[src/sv/bdch_pkg.sv]
// Package for the button debouncer with click and hold detection.
// Holds widths, register indexes, reset values and the item layouts.
// Depends on nothing; used by button_debounce_click_hold_top.
package bdch_pkg;

   localparam int TIME_BITS  = 32;
   localparam int COUNT_BITS = 16;
   localparam int CFG_BITS   = 16;
   localparam int ADDR_BITS  = 2;

   localparam int REQ_DATA_BITS = 40;
   localparam int RSP_DATA_BITS = 40;

   // Register indexes on the csr_ port
   localparam logic [ADDR_BITS-1:0] REG_PRESSED_LEVEL   = 2'd0;
   localparam logic [ADDR_BITS-1:0] REG_DEBOUNCE_MS     = 2'd1;
   localparam logic [ADDR_BITS-1:0] REG_DOUBLE_CLICK_MS = 2'd2;
   localparam logic [ADDR_BITS-1:0] REG_HOLD_MS         = 2'd3;

   // Item kinds carried on req_tuser
   localparam logic OP_SAMPLE = 1'b0;
   localparam logic OP_READ   = 1'b1;

   // Register reset values
   localparam logic                RST_PRESSED_LEVEL   = 1'b1;
   localparam logic [CFG_BITS-1:0] RST_DEBOUNCE_MS     = 16'd30;
   localparam logic [CFG_BITS-1:0] RST_DOUBLE_CLICK_MS = 16'd400;
   localparam logic [CFG_BITS-1:0] RST_HOLD_MS         = 16'd1000;

   // Clear mask bits on a read
   localparam int CLR_PRESS   = 0;
   localparam int CLR_RELEASE = 1;
   localparam int CLR_CHANGE  = 2;

   typedef struct packed {
      logic [3:0]           pad;
      logic [2:0]           clear_mask;
      logic                 pin_level;
      logic [TIME_BITS-1:0] now_ms;
   } req_data_type;

   typedef struct packed {
      logic [1:0]            pad;
      logic [COUNT_BITS-1:0] releases;
      logic [COUNT_BITS-1:0] presses;
      logic                  is_pressed;
      logic                  holding;
      logic                  double_click;
      logic                  change_event;
      logic                  release_event;
      logic                  press_event;
   } rsp_data_type;

endpackage

[src/sv/button_debounce_click_hold_top.sv]
// Top level of the button debouncer with click and hold detection.
// Debounce state, event flags, counters and the result register.
// Depends on bdch_pkg.
//
// Usage:
//   Each item on the req_ channel is either a pin sample (req_tuser = 0,
//   with time stamp and raw pin level) or a status read (req_tuser = 1,
//   with a clear mask). Every item returns exactly one status item on the
//   rsp_ channel. A sample reports the status after the sample is applied;
//   a read reports the status and then drops the sticky flags chosen by
//   its clear mask.
//   The item accepted shows on rsp_ in the next cycle. Throughput is one
//   item per cycle while the receiver takes each item; it is set by the single
//   result register, which is refilled in the same cycle it is emptied.
//   When the receiver stalls, the result register holds its item and
//   req_tready drops until rsp_tready returns.
//   Reset (synchronous, active high) clears all debounce state, flags,
//   counters and time stamps and loads the register defaults: pressed
//   level 1, debounce 30 ms, double click 400 ms, hold 1000 ms.
//   Write the csr_ registers only while the block is idle.
module button_debounce_click_hold_top (
   input  logic                                  clock,
   input  logic                                  reset,
   // configuration write port
   input  logic                                  csr_we,
   input  logic [bdch_pkg::ADDR_BITS-1:0]        csr_addr,
   input  logic [bdch_pkg::CFG_BITS-1:0]         csr_wdata,
   // request channel
   input  logic                                  req_tvalid,
   output logic                                  req_tready,
   // tdata: now_ms[31:0], pin_level[32], clear_mask[35:33], zero pad
   input  logic [bdch_pkg::REQ_DATA_BITS-1:0]    req_tdata,
   // tuser: op (0 sample, 1 read)
   input  logic                                  req_tuser,
   // response channel
   output logic                                  rsp_tvalid,
   input  logic                                  rsp_tready,
   // tdata: press_event[0], release_event[1], change_event[2],
   //        double_click[3], holding[4], is_pressed[5],
   //        presses[21:6], releases[37:22], zero pad
   output logic [bdch_pkg::RSP_DATA_BITS-1:0]    rsp_tdata
);

   localparam int TB = bdch_pkg::TIME_BITS;
   localparam int CB = bdch_pkg::COUNT_BITS;
   localparam int WB = bdch_pkg::CFG_BITS;

   // configuration registers
   logic          pressed_level_ff;
   logic [WB-1:0] debounce_ms_ff;
   logic [WB-1:0] double_click_ms_ff;
   logic [WB-1:0] hold_ms_ff;

   // debounce and event state
   logic          prev_raw_ff,      prev_raw_in;
   logic          stable_level_ff,  stable_level_in;
   logic          timer_armed_ff,   timer_armed_in;
   logic [TB-1:0] timer_start_ff,   timer_start_in;
   logic          down_ff,          down_in;
   logic          change_flag_ff,   change_flag_in;
   logic          press_flag_ff,    press_flag_in;
   logic          release_flag_ff,  release_flag_in;
   logic [CB-1:0] press_total_ff,   press_total_in;
   logic [CB-1:0] release_total_ff, release_total_in;
   logic [TB-1:0] press_time_ff,    press_time_in;
   logic [TB-1:0] release_time_ff,  release_time_in;
   logic [TB-1:0] prior_rel_ff,     prior_rel_in;
   logic [TB-1:0] last_sample_ff,   last_sample_in;

   // result register
   logic                   rsp_valid_ff, rsp_valid_in;
   bdch_pkg::rsp_data_type rsp_data_ff,  rsp_data_in;

   bdch_pkg::req_data_type req;
   logic                   req_fire;
   logic                   is_sample;
   logic [TB-1:0]          elapsed;
   logic [TB-1:0]          rel_gap;
   logic [TB-1:0]          held_for;
   logic                   accept_lvl;
   logic                   lvl_changed;

   assign req        = bdch_pkg::req_data_type'(req_tdata);
   // The result register frees up in the same cycle it is drained.
   assign req_tready = !rsp_valid_ff || rsp_tready;
   assign req_fire   = req_tvalid && req_tready;
   assign is_sample  = (req_tuser == bdch_pkg::OP_SAMPLE);
   assign elapsed    = req.now_ms - timer_start_ff;

   // Next state for one item, then the status it reports.
   always_comb begin
      prev_raw_in      = prev_raw_ff;
      stable_level_in  = stable_level_ff;
      timer_armed_in   = timer_armed_ff;
      timer_start_in   = timer_start_ff;
      down_in          = down_ff;
      change_flag_in   = change_flag_ff;
      press_flag_in    = press_flag_ff;
      release_flag_in  = release_flag_ff;
      press_total_in   = press_total_ff;
      release_total_in = release_total_ff;
      press_time_in    = press_time_ff;
      release_time_in  = release_time_ff;
      prior_rel_in     = prior_rel_ff;
      last_sample_in   = last_sample_ff;
      accept_lvl       = 1'b0;
      lvl_changed      = 1'b0;

      if (is_sample) begin
         if (req.pin_level != prev_raw_ff) begin
            // Raw edge: restart the debounce timer.
            timer_start_in = req.now_ms;
            timer_armed_in = 1'b1;
         end else if (timer_armed_ff && (elapsed > TB'(debounce_ms_ff))) begin
            accept_lvl = 1'b1;
         end
         last_sample_in = req.now_ms;
         prev_raw_in    = req.pin_level;
      end

      if (accept_lvl) begin
         lvl_changed     = (stable_level_ff != req.pin_level);
         timer_armed_in  = 1'b0;
         stable_level_in = req.pin_level;
         down_in         = (req.pin_level == pressed_level_ff);
         if (lvl_changed) begin
            change_flag_in = 1'b1;
            if (down_in) begin
               press_flag_in   = 1'b1;
               release_flag_in = 1'b0;
               press_total_in  = press_total_ff + CB'(1);
               press_time_in   = req.now_ms;
            end else begin
               press_flag_in    = 1'b0;
               release_flag_in  = 1'b1;
               release_total_in = release_total_ff + CB'(1);
               prior_rel_in     = release_time_ff;
               release_time_in  = req.now_ms;
            end
         end else begin
            // Same level accepted again: drop all sticky events.
            change_flag_in  = 1'b0;
            press_flag_in   = 1'b0;
            release_flag_in = 1'b0;
         end
      end

      rel_gap  = release_time_in - prior_rel_in;
      held_for = last_sample_in - press_time_in;

      rsp_data_in               = '0;
      rsp_data_in.press_event   = press_flag_in;
      rsp_data_in.release_event = release_flag_in;
      rsp_data_in.change_event  = change_flag_in;
      rsp_data_in.double_click  = release_flag_in && (rel_gap <= TB'(double_click_ms_ff));
      rsp_data_in.holding       = down_in && (held_for > TB'(hold_ms_ff));
      rsp_data_in.is_pressed    = down_in;
      rsp_data_in.presses       = press_total_in;
      rsp_data_in.releases      = release_total_in;

      // A read drops the selected sticky flags after reporting them.
      if (!is_sample) begin
         if (req.clear_mask[bdch_pkg::CLR_PRESS])   press_flag_in   = 1'b0;
         if (req.clear_mask[bdch_pkg::CLR_RELEASE]) release_flag_in = 1'b0;
         if (req.clear_mask[bdch_pkg::CLR_CHANGE])  change_flag_in  = 1'b0;
      end
   end

   always_comb begin
      rsp_valid_in = rsp_valid_ff;
      if (req_fire) begin
         rsp_valid_in = 1'b1;
      end else if (rsp_tready) begin
         rsp_valid_in = 1'b0;
      end
   end

   // Configuration registers
   always_ff @(posedge clock) begin
      if (reset) begin
         pressed_level_ff   <= bdch_pkg::RST_PRESSED_LEVEL;
         debounce_ms_ff     <= bdch_pkg::RST_DEBOUNCE_MS;
         double_click_ms_ff <= bdch_pkg::RST_DOUBLE_CLICK_MS;
         hold_ms_ff         <= bdch_pkg::RST_HOLD_MS;
      end else if (csr_we) begin
         unique case (csr_addr)
            bdch_pkg::REG_PRESSED_LEVEL:   pressed_level_ff   <= csr_wdata[0];
            bdch_pkg::REG_DEBOUNCE_MS:     debounce_ms_ff     <= csr_wdata;
            bdch_pkg::REG_DOUBLE_CLICK_MS: double_click_ms_ff <= csr_wdata;
            bdch_pkg::REG_HOLD_MS:         hold_ms_ff         <= csr_wdata;
            default: ;
         endcase
      end
   end

   // Debounce state: advance only on an accepted item.
   always_ff @(posedge clock) begin
      if (reset) begin
         prev_raw_ff      <= 1'b0;
         stable_level_ff  <= 1'b0;
         timer_armed_ff   <= 1'b0;
         timer_start_ff   <= '0;
         down_ff          <= 1'b0;
         change_flag_ff   <= 1'b0;
         press_flag_ff    <= 1'b0;
         release_flag_ff  <= 1'b0;
         press_total_ff   <= '0;
         release_total_ff <= '0;
         press_time_ff    <= '0;
         release_time_ff  <= '0;
         prior_rel_ff     <= '0;
         last_sample_ff   <= '0;
      end else if (req_fire) begin
         prev_raw_ff      <= prev_raw_in;
         stable_level_ff  <= stable_level_in;
         timer_armed_ff   <= timer_armed_in;
         timer_start_ff   <= timer_start_in;
         down_ff          <= down_in;
         change_flag_ff   <= change_flag_in;
         press_flag_ff    <= press_flag_in;
         release_flag_ff  <= release_flag_in;
         press_total_ff   <= press_total_in;
         release_total_ff <= release_total_in;
         press_time_ff    <= press_time_in;
         release_time_ff  <= release_time_in;
         prior_rel_ff     <= prior_rel_in;
         last_sample_ff   <= last_sample_in;
      end
   end

   // Result register: hold while stalled, load on every accepted item.
   always_ff @(posedge clock) begin
      if (reset) begin
         rsp_valid_ff <= 1'b0;
      end else begin
         rsp_valid_ff <= rsp_valid_in;
      end
   end

   always_ff @(posedge clock) begin
      if (req_fire) begin
         rsp_data_ff <= rsp_data_in;
      end
   end

   assign rsp_tvalid = rsp_valid_ff;
   assign rsp_tdata  = rsp_data_ff;

endmodule
[config.mk]
export PLATFORM = sky130hd
export DESIGN_NAME = button_debounce_click_hold_top
export DESIGN_NICKNAME = d
export VERILOG_FILES = /design/src/sv/bdch_pkg.sv /design/src/sv/button_debounce_click_hold_top.sv
export SDC_FILE = /design/constraint.sdc
export NUM_CORES = 1
export LEC_CHECK = 0
export BUFFER_PORTS_ARGS = -buffer_cell sky130_fd_sc_hd__buf_2
export CAP_MARGIN = 20
export CORE_MARGIN = 5
export CORE_UTILIZATION = 40
export DETAILED_ROUTE_END_ITERATION = 10
export GPL_TIMING_DRIVEN = 0
export SYNTH_ARGS = -nofsm -noshare
export SYNTH_HDL_FRONTEND = slang
export SYNTH_SLANG_ARGS = --single-unit
[constraint.sdc]
create_clock -name clock -period 15.5 [get_ports clock]
set_input_delay 2.325 -clock clock [delete_from_list [all_inputs] [get_ports clock]]
set_output_delay 2.325 -clock clock [all_outputs]
set_load 0.01 [all_outputs]
# Yosys cells after proc, flatten, opt, wreduce, memory -nomap -nowiden
# Index checks and enable logic that the tools add are counted.
# W data, S select, Z words.
# word_totals
ff_bits	287
input_bits	64
output_inout_bits	42
elab_cells	99
# op_classes
addsub	5
n_lt_le_gt_ge	3
n_eq_ne	7
n_mux	39
bitwise_logic	1
n_reduce_logical	17
# op_table
operator	n
$mux W32	10
$mux W16	6
$sub A32 B32 Y32	3
$gt A32 B16 Y1	2
$add A16 B1 Y16 const B	2
$le A32 B16 Y1	1
$mux W1	23
$reduce_and A2 Y1	6
$reduce_and A3 Y1	2
$eq A2 B2 Y1 const B	2
$logic_and A1 B1 Y1	4
$reduce_bool A2 Y1	2
$eq A2 B1 Y1 const B	1
$logic_not A2 Y1	1
$ne A1 B1 Y1	2
$ne A2 B1 Y1 const B	1
$eq A1 B1 Y1	1
$logic_not A1 Y1	1
$logic_or A1 B1 Y1	1
$not A1 Y1	1

# Depth between registers and ports, before layout
# Gate-level depths: netlist of run 1.
# logic_depth
depth_word	10
depth_mapped	45
depth_no_buf	42

# Least setup slack after synthesis of run 1
# OpenSTA, ideal clock, no wires.
# synth_path
path_kind	input port to flip-flop
from	input port req_tdata[0] (netlist bit)
to	register rsp_data_ff, in the netlist rsp_tdata[4], data pin
setup_ns	0.259
t_arrival_ns	10.082
required_ns	15.241
path_slack_ns	5.159
stages	42
path_buffers	2
cell_sequence	inv_1 ha_1 fa_1 nand2b_1 a21oi_1 o22a_1 o21ai_0 xnor2_1 ha_1 a21oi_1 nand2_1 a221o_1 a211oi_1 a21oi_1 a21oi_1 nand3_1 and4b_4 or2_2 [... 6 more ...] o31a_1 o41a_1 a21oi_1 o21bai_1 a21oi_1 xnor2_1 ha_1 nor2b_1 o21ai_0 nand2b_1 a21oi_1 o221ai_1 a2111oi_0 nand4_1 or4_1 nor3_1 nand4_1 o31a_1
# synth_rtl
item	line_no	source
from (decl)	button_debounce_click_hold_top.sv:32	input logic [bdch_pkg::REQ_DATA_BITS-1:0] req_tdata,
to (signal assigned)	button_debounce_click_hold_top.sv:242	rsp_data_ff <= rsp_data_in;
to (decl)	button_debounce_click_hold_top.sv:72	bdch_pkg::rsp_data_type rsp_data_ff, rsp_data_in;

==> flow_summary.json, run 1 <==
{
  "cp.arrival_ns": 12.82,
  "reg2reg_slack_ns": 4.72,
  "synth_top_cell_by_area": "dfxtp_1",
  "routed.top_layer": "met4",
  "rsz0062_at_grt": "false",
  "clk_latency_ns": 0.56,
  "wl_met2_mm": 26.4,
  "synthArstFlopShare_pct": 0,
  "setup_tns_ns": 0,
  "slew_violations": 0,
  "via_count": 17007,
  "wl_per_cell_um": 18.6,
  "holdCritStartpoint": "last_sample_ff[15]$_SDFFE_PP0P_",
  "ys_warn_count": 0,
  "syn_inst": 2309,
  "cts.sinks": 287,
  "h-tree-depth": 2,
  "clockBufferDepth": 3,
  "leakage_nw": 8.57,
  "endpoint_kind": "register",
  "hold_path_class": "register to register",
  "min_to": "last_sample_ff[15]$_SDFFE_PP0P_",
  "fillers": 4468,
  "cts_tree": "built",
  "ys_types": 70,
  "drtPass1Iterations": 5,
  "die_w_um": 225,
  "vias_per_cell": 5.54,
  "ant_nets": 0,
  "wl_met1_mm": 25.8,
  "grt_usage_pct": 22.0,
  "final_nets": 2655,
  "path_common_cell": "a21oi_1",
  "clock.fmax_mhz": 79.8,
  "finalHoldViolations": 0,
  "fin_crit_sh_pct": 80.8,
  "timing.hold.ws_ns": 0.452,
  "grt_max_degree": 35,
  "ir_drop_mv": 0.0902,
  "synth-seq-cells": 287,
  "wirelength_mm": 57.1,
  "relSlewSlack_pct": 31.5,
  "start_util_pct": 40.7,
  "required_ns": 15.79,
  "die_y_um": 225,
  "cts_inserted_buffers": 35,
  "avgSynthCellArea_um2": 8.03,
  "hpwlAfterDp_mm": 45.0,
  "ioPinCount": 106,
  "placement_rows": 78,
  "syn_area_um2": 18500,
  "gp_congestion": 0.921,
  "clock_skew_ns": 0.0254,
  "dr.first_iter.drc_count": 1296,
  "power.total_w": 0.00227,
  "drcViolationCount": 0,
  "cts_resized": 0,
  "hold_buffers": 0,
  "core_area_um2": 45600,
  "grt_overflow": 0,
  "register_area_um2": 6130,
  "wl_met3_mm": 3.22,
  "antenna_found_initial": 1,
  "worst_path_max_delay_cell": "clkbuf_1",
  "yosys-top-cells-area": "dfxtp_1, ha_1, nand2_1, edfxtp_1, a21oi_1",
  "powerDensity_nw_per_um2": 108,
  "dieArea_um2": 50800,
  "clk_pin_slew_ns": 0.05,
  "io_buffer_count": 96,
  "grt_pass1_wl_mm": 90.5,
  "critPathLaunchType": "primary input",
  "cap_viol_max_count": 0,
  "ys_seq_area_share_pct": 33.0,
  "slowest_delay_ns": 0.64,
  "reg2reg_to": "rsp_tdata[4]$_DFFE_PP_",
  "period_needed_ns": 12.53,
  "ys.flop_type": "dfxtp_1",
  "grt_pass1_vias": 16631,
  "rr_worst_depth": 39,
  "layoutNonFillerInstCount": 3071,
  "outcome": "completed",
  "multi_input_area_um2": 11500,
  "areaGrowthSynthToFinish_pct": 13.5,
  "drive_gt1_share_pct": 10.0,
  "dp_cells": 3008,
  "crit_type": "primary input to register",
  "cts_setup_buffers": 0,
  "setup_viol": 0,
  "worst_slew_pin_slew_ns": 1.03,
  "r2r-start": "timer_start_ff[0]$_SDFFE_PP0P_",
  "holdPathStages": 2,
  "cp_max_fo": 10,
  "synth_edf_count": 38,
  "root_buffer": "clkbuf_16",
  "synth_top_area_share_pct": 26.9
}
worst max-delay path, delay by kind of cell:
family,cells,cell delay [ns]
simple gates,11,2.34
buf+inv,4,1.29
compound gates,17,3.80
mux,1,0.43
fa+ha+maj,6,1.95
xor+xnor,2,0.67
sequential cells by signal, summed over array words and instances (netlist names), 16 cells and up:
signal / cells
rsp_tdata: 38
last_sample_ff: 32
press_time_ff: 32
prior_rel_ff: 32
release_time_ff: 32
timer_start_ff: 32
debounce_ms_ff: 16
double_click_ms_ff: 16
hold_ms_ff: 16
press_total_ff: 16
release_total_ff: 16
Yosys cell counts (10+ instances only):
| master | number |
|---|---|
| o211ai_1 | 12 |
| edfxtp_1 | 38 |
| a21o_1 | 22 |
| a21oi_1 | 214 |
| inv_1 | 124 |
| o21a_1 | 27 |
| ha_1 | 143 |
| dfxtp_1 | 249 |
| xnor2_1 | 81 |
| buf_2 | 16 |
| nor4_1 | 13 |
| a211o_1 | 13 |
| mux2_2 | 64 |
| and3_1 | 17 |
| nor2b_1 | 20 |
| clkbuf_1 | 98 |
| o21ai_0 | 70 |
| nor3_1 | 69 |
| nand3_1 | 32 |
| nand4_1 | 27 |
| o21bai_1 | 13 |
| a211oi_1 | 86 |
| mux2i_1 | 70 |
| xor2_1 | 30 |
| or3_1 | 10 |
| nand2b_1 | 19 |
| nor2_1 | 272 |
| nand2_1 | 308 |
per-layer routing:
layer	global-route usage, %	up-vias
met2	37.1	412
met4	6.35	0
met3	3.83	85
met5	0	-
met1	29.1	8076
li1	-	8434
layout make-up:
cell class | instances | share of cell area, %
Antenna cell | 1 | 0.0119
Buffer | 122 | 2.31
Clock buffer | 47 | 4.91
Clock inverter | 15 | 0.934
Inverter | 124 | 2.21
Multi-Input combinational cell | 1777 | 54.5
Sequential cell | 287 | 29.1
Tap cell | 600 | 3.57
Timing Repair Buffer | 98 | 2.41
layout by cell type, fill, tap and decap left out, types with 20 or more instances in the layout:
cell	instances
nand2_1	308
nor2_1	272
dfxtp_1	249
a21oi_1	214
ha_1	143
inv_1	124
buf_2	112
clkbuf_1	100
a211oi_1	86
xnor2_1	81
o21ai_0	70
mux2i_1	70
nor3_1	69
mux2_2	64
edfxtp_1	38
clkbuf_16	37
nand3_1	32
xor2_1	30
o21a_1	27
nand4_1	27
a21o_1	22
nor2b_1	20
stage by stage:
stage	setup slack [ns]	area, um^2	utilization [%]
6_report	2.97	21000	46.2
4_1_cts	3.01	21000	46.2
2_1_floorplan	5.16	18500	-
3_3_place_gp	2.61	19800	43.4
3_5_place_dp	2.45	19800	43.5
5_1_grt	2.46	21000	46.2
power by group:
group          total (W)  switching (W)  internal (W)  leakage [nW]
clock           0.000880       0.000343      0.000537         0.598
sequential      0.000807      0.0000179      0.000789          2.42
combinational   0.000584       0.000356      0.000228          5.56
total            0.00227       0.000717       0.00155          8.57
cells by family after synthesis:
family,Yosys count,share of synthesized area [%]
compound gates,547,18.8
buf+inv,246,5.13
mux,134,7.66
simple gates,837,20.1
xor+xnor,111,5.24
other cells,1,0.0202
fa+ha+maj,146,9.97
flops,287,33.0
how the worst max path moves through the flow:
stage                 startpoint                     end  slack [ns]  cells past startpoint
CTS                 req_tdata[0]  rsp_tdata[4]$_DFFE_PP_        3.01                     42
floorplan           req_tdata[0]  rsp_tdata[4]$_DFFE_PP_        5.16                     42
finish              req_tdata[0]  rsp_tdata[4]$_DFFE_PP_        2.97                     41
detailed placement  req_tdata[0]  rsp_tdata[4]$_DFFE_PP_        2.45                     42
global route        req_tdata[0]  rsp_tdata[4]$_DFFE_PP_        2.46                     45
global placement    req_tdata[0]  rsp_tdata[4]$_DFFE_PP_        2.61                     42
No activity file was read; power rests on OpenSTA's default activity.
==> run 2: changes to the inputs <==
ABC_AREA = 1   (was default)
clock period = 10.9 ns   (was 15.5 ns; I/O delays follow)
==> run 2 against run 1 <==
Net effect: register-to-register slack got worse by 2.5 ns; worst setup slack lost 1.9 ns; synthesized cell count grew 34%; cell area up 7.3%; routed wire length up 15%; synthesized area up 8.1%.
==> flow_summary.json, run 2 <==
{
  "cts_setup_buffers": 0,
  "grt_overflow": 0,
  "ys_seq_area_share_pct": 30.6,
  "syn_area_um2": 20100,
  "hold_buffers": 0,
  "hold_path_class": "register to register",
  "clock_skew_ns": 0.0137,
  "yosysMostFrequentCell": "nand2_1",
  "final_common_cell": "nand2_1",
  "wirelength_mm": 65.4,
  "hpwlAfterDp_mm": 52.9,
  "antenna_found_initial": 0,
  "rsz0062_at_grt": "false",
  "root_buffer": "clkbuf_16",
  "drive_gt1_share_pct": 6.04,
  "slew_violations": 0,
  "powerDensity_nw_per_um2": 150,
  "ys.flop_type": "dfxtp_1",
  "ioPinCount": 106,
  "layout_common_cells": "nand2_1, inv_1, o21ai_0, a21oi_1, dfxtp_1",
  "required_ns": 11.19,
  "cap_viol_max_count": 0,
  "vias_per_cell": 5.02,
  "cts_inserted_buffers": 35,
  "synthArstFlopShare_pct": 0,
  "clk_pin_slew_ns": 0.06,
  "final_nets": 3448,
  "endpoint_kind": "register",
  "grt_max_degree": 32,
  "cp_max_fo": 10,
  "dieArea_um2": 54700,
  "met1_usage_pct": 31.3,
  "dr.first_iter.drc_count": 1528,
  "setup_tns_ns": 0,
  "wl_per_cell_um": 16.6,
  "ys_warn_count": 0,
  "clock.fmax_mhz": 102,
  "holdPathStages": 2,
  "netlist_top_cells_count": "nand2_1, inv_1, o21ai_0",
  "layoutNonFillerInstCount": 3933,
  "core_area_um2": 49900,
  "diodes": 0,
  "syn_inst": 3101,
  "largest_reg_flops": 38,
  "gp_congestion": 0.957,
  "drtPass1Iterations": 5,
  "dp_cells": 3873,
  "ir_drop_mv": 0.0861,
  "ys_types": 49,
  "rr_worst_depth": 52,
  "cts_resized": 0,
  "synth_top_cell_by_area": "dfxtp_1",
  "die_y_um": 234,
  "io_buffer_count": 98,
  "ant_nets": 0,
  "avgSynthCellArea_um2": 6.47,
  "period_needed_ns": 9.82,
  "drcViolationCount": 0,
  "grt_usage_pct": 23.4,
  "yosys-top-cells-area": "dfxtp_1, nand2_1, inv_1, o21ai_0, ha_1",
  "via_count": 19747,
  "worst_slew_pin_slew_ns": 0.967,
  "fin_crit_sh_pct": 90.1,
  "crit_type": "primary input to register",
  "relSlewSlack_pct": 35.3,
  "worst_path_max_delay_cell": "buf_2",
  "grt_pass1_wl_mm": 101,
  "path_common_cell": "nand2_1",
  "setup_viol": 0,
  "use_met3_pct": 2.71,
  "die_w_um": 234,
  "clk_latency_ns": 0.54,
  "synth-seq-cells": 287,
  "grt_pass1_vias": 18633,
  "h-tree-depth": 2,
  "start_util_pct": 40.2,
  "grt-busiest-layer": "met2",
  "grt_use_met2_pct": 39.5,
  "cp.arrival_ns": 10.12,
  "areaGrowthSynthToFinish_pct": 12.6,
  "synth_edf_count": 38,
  "cts_tree": "built",
  "cts.sinks": 287,
  "leakage_nw": 11.2,
  "slowest_delay_ns": 0.44,
  "critPathLaunchType": "primary input",
  "finalHoldViolations": 0,
  "synth_top_area_share_pct": 24.9,
  "placement_rows": 82,
  "outcome": "completed",
  "clockBufferDepth": 3
}
[run 2: changes by cell type after synthesis, sizes merged, moves of 83 or more]
cell and change:
inv +467, nand2 +385, o21ai +350, a21oi +131
nor2 -97, a211oi -83
[run 2: path summary, 6_finish.rpt]
| kind | to | slack, ns | from |
|---|---|---|---|
| worst min-delay path | hold_ms_ff[11]$_SDFFE_PP0P_ | 0.46 | hold_ms_ff[11]$_SDFFE_PP0P_ |
| worst min register to register | hold_ms_ff[11]$_SDFFE_PP0P_ | 0.46 | hold_ms_ff[11]$_SDFFE_PP0P_ |
| worst max-delay path | rsp_tdata[4]$_DFFE_PP_ | 1.08 | req_tdata[0] |
| worst max register to register | rsp_tdata[4]$_DFFE_PP_ | 2.21 | timer_start_ff[0]$_SDFFE_PP0P_ |
[run 2: cell type report]
cell class                      instances  area [um^2]
Clock inverter                         14          159
Multi-Input combinational cell       2113        11200
Clock buffer                           46         1010
Sequential cell                       287         6130
Inverter                              592         2220
Timing Repair Buffer                   99          510
Tap cell                              672          841
Buffer                                110          470
Fill cell                            5384        27300
[run 2: stage by stage]
| step | total power (W) | utilization, % | hold WS [ns] | area, um^2 | worst slack (ns) |
|---|---|---|---|---|---|
| floorplan | 0.00192 | - | 0.435 | 20100 | 3.27 |
| global route | 0.00361 | 45.3 | 0.478 | 22600 | 0.307 |
| finish | 0.00339 | 45.3 | 0.457 | 22600 | 1.08 |
| global placement | 0.00221 | 42.9 | 0.453 | 21400 | 0.533 |
| CTS | 0.00341 | 45.3 | 0.461 | 22600 | 1.11 |
| detailed placement | 0.00221 | 42.9 | 0.453 | 21400 | 0.586 |
[run 2: per-layer routing]
| layer | up-vias | share of wire [%] |
|---|---|---|
| li1 | 10230 | - |
| met2 | 502 | 46 |
| met3 | 112 | 4.9 |
| met4 | 0 | 3.7 |
| met5 | - | 0 |
| met1 | 8903 | 46 |
[run 2: power breakdown]
group / internal [W] / switching (W)
sequential: 0.00115 / 0.0000312
clock: 0.000725 / 0.000465
combinational: 0.000352 / 0.000674
total: 0.00222 / 0.00117
[run 2: kinds of logic after synthesis]
family,count (synthesis),share of synthesized area [%]
compound gates,819,21.0
xor+xnor,83,3.63
fa+ha+maj,146,9.22
buf+inv,702,13.4
flops,287,30.6
mux,11,0.549
other cells,1,0.0187
simple gates,1052,21.6
[run 2: worst max-delay path, delay by kind of cell]
kind,cells,cell delay [ns]
AO/OA/AOI/OAI,5,1.01
XOR/XNOR,2,0.51
adder cells (fa/ha/maj),5,1.66
buffers and inverters,7,1.02
AND/OR/NAND/NOR,35,4.26
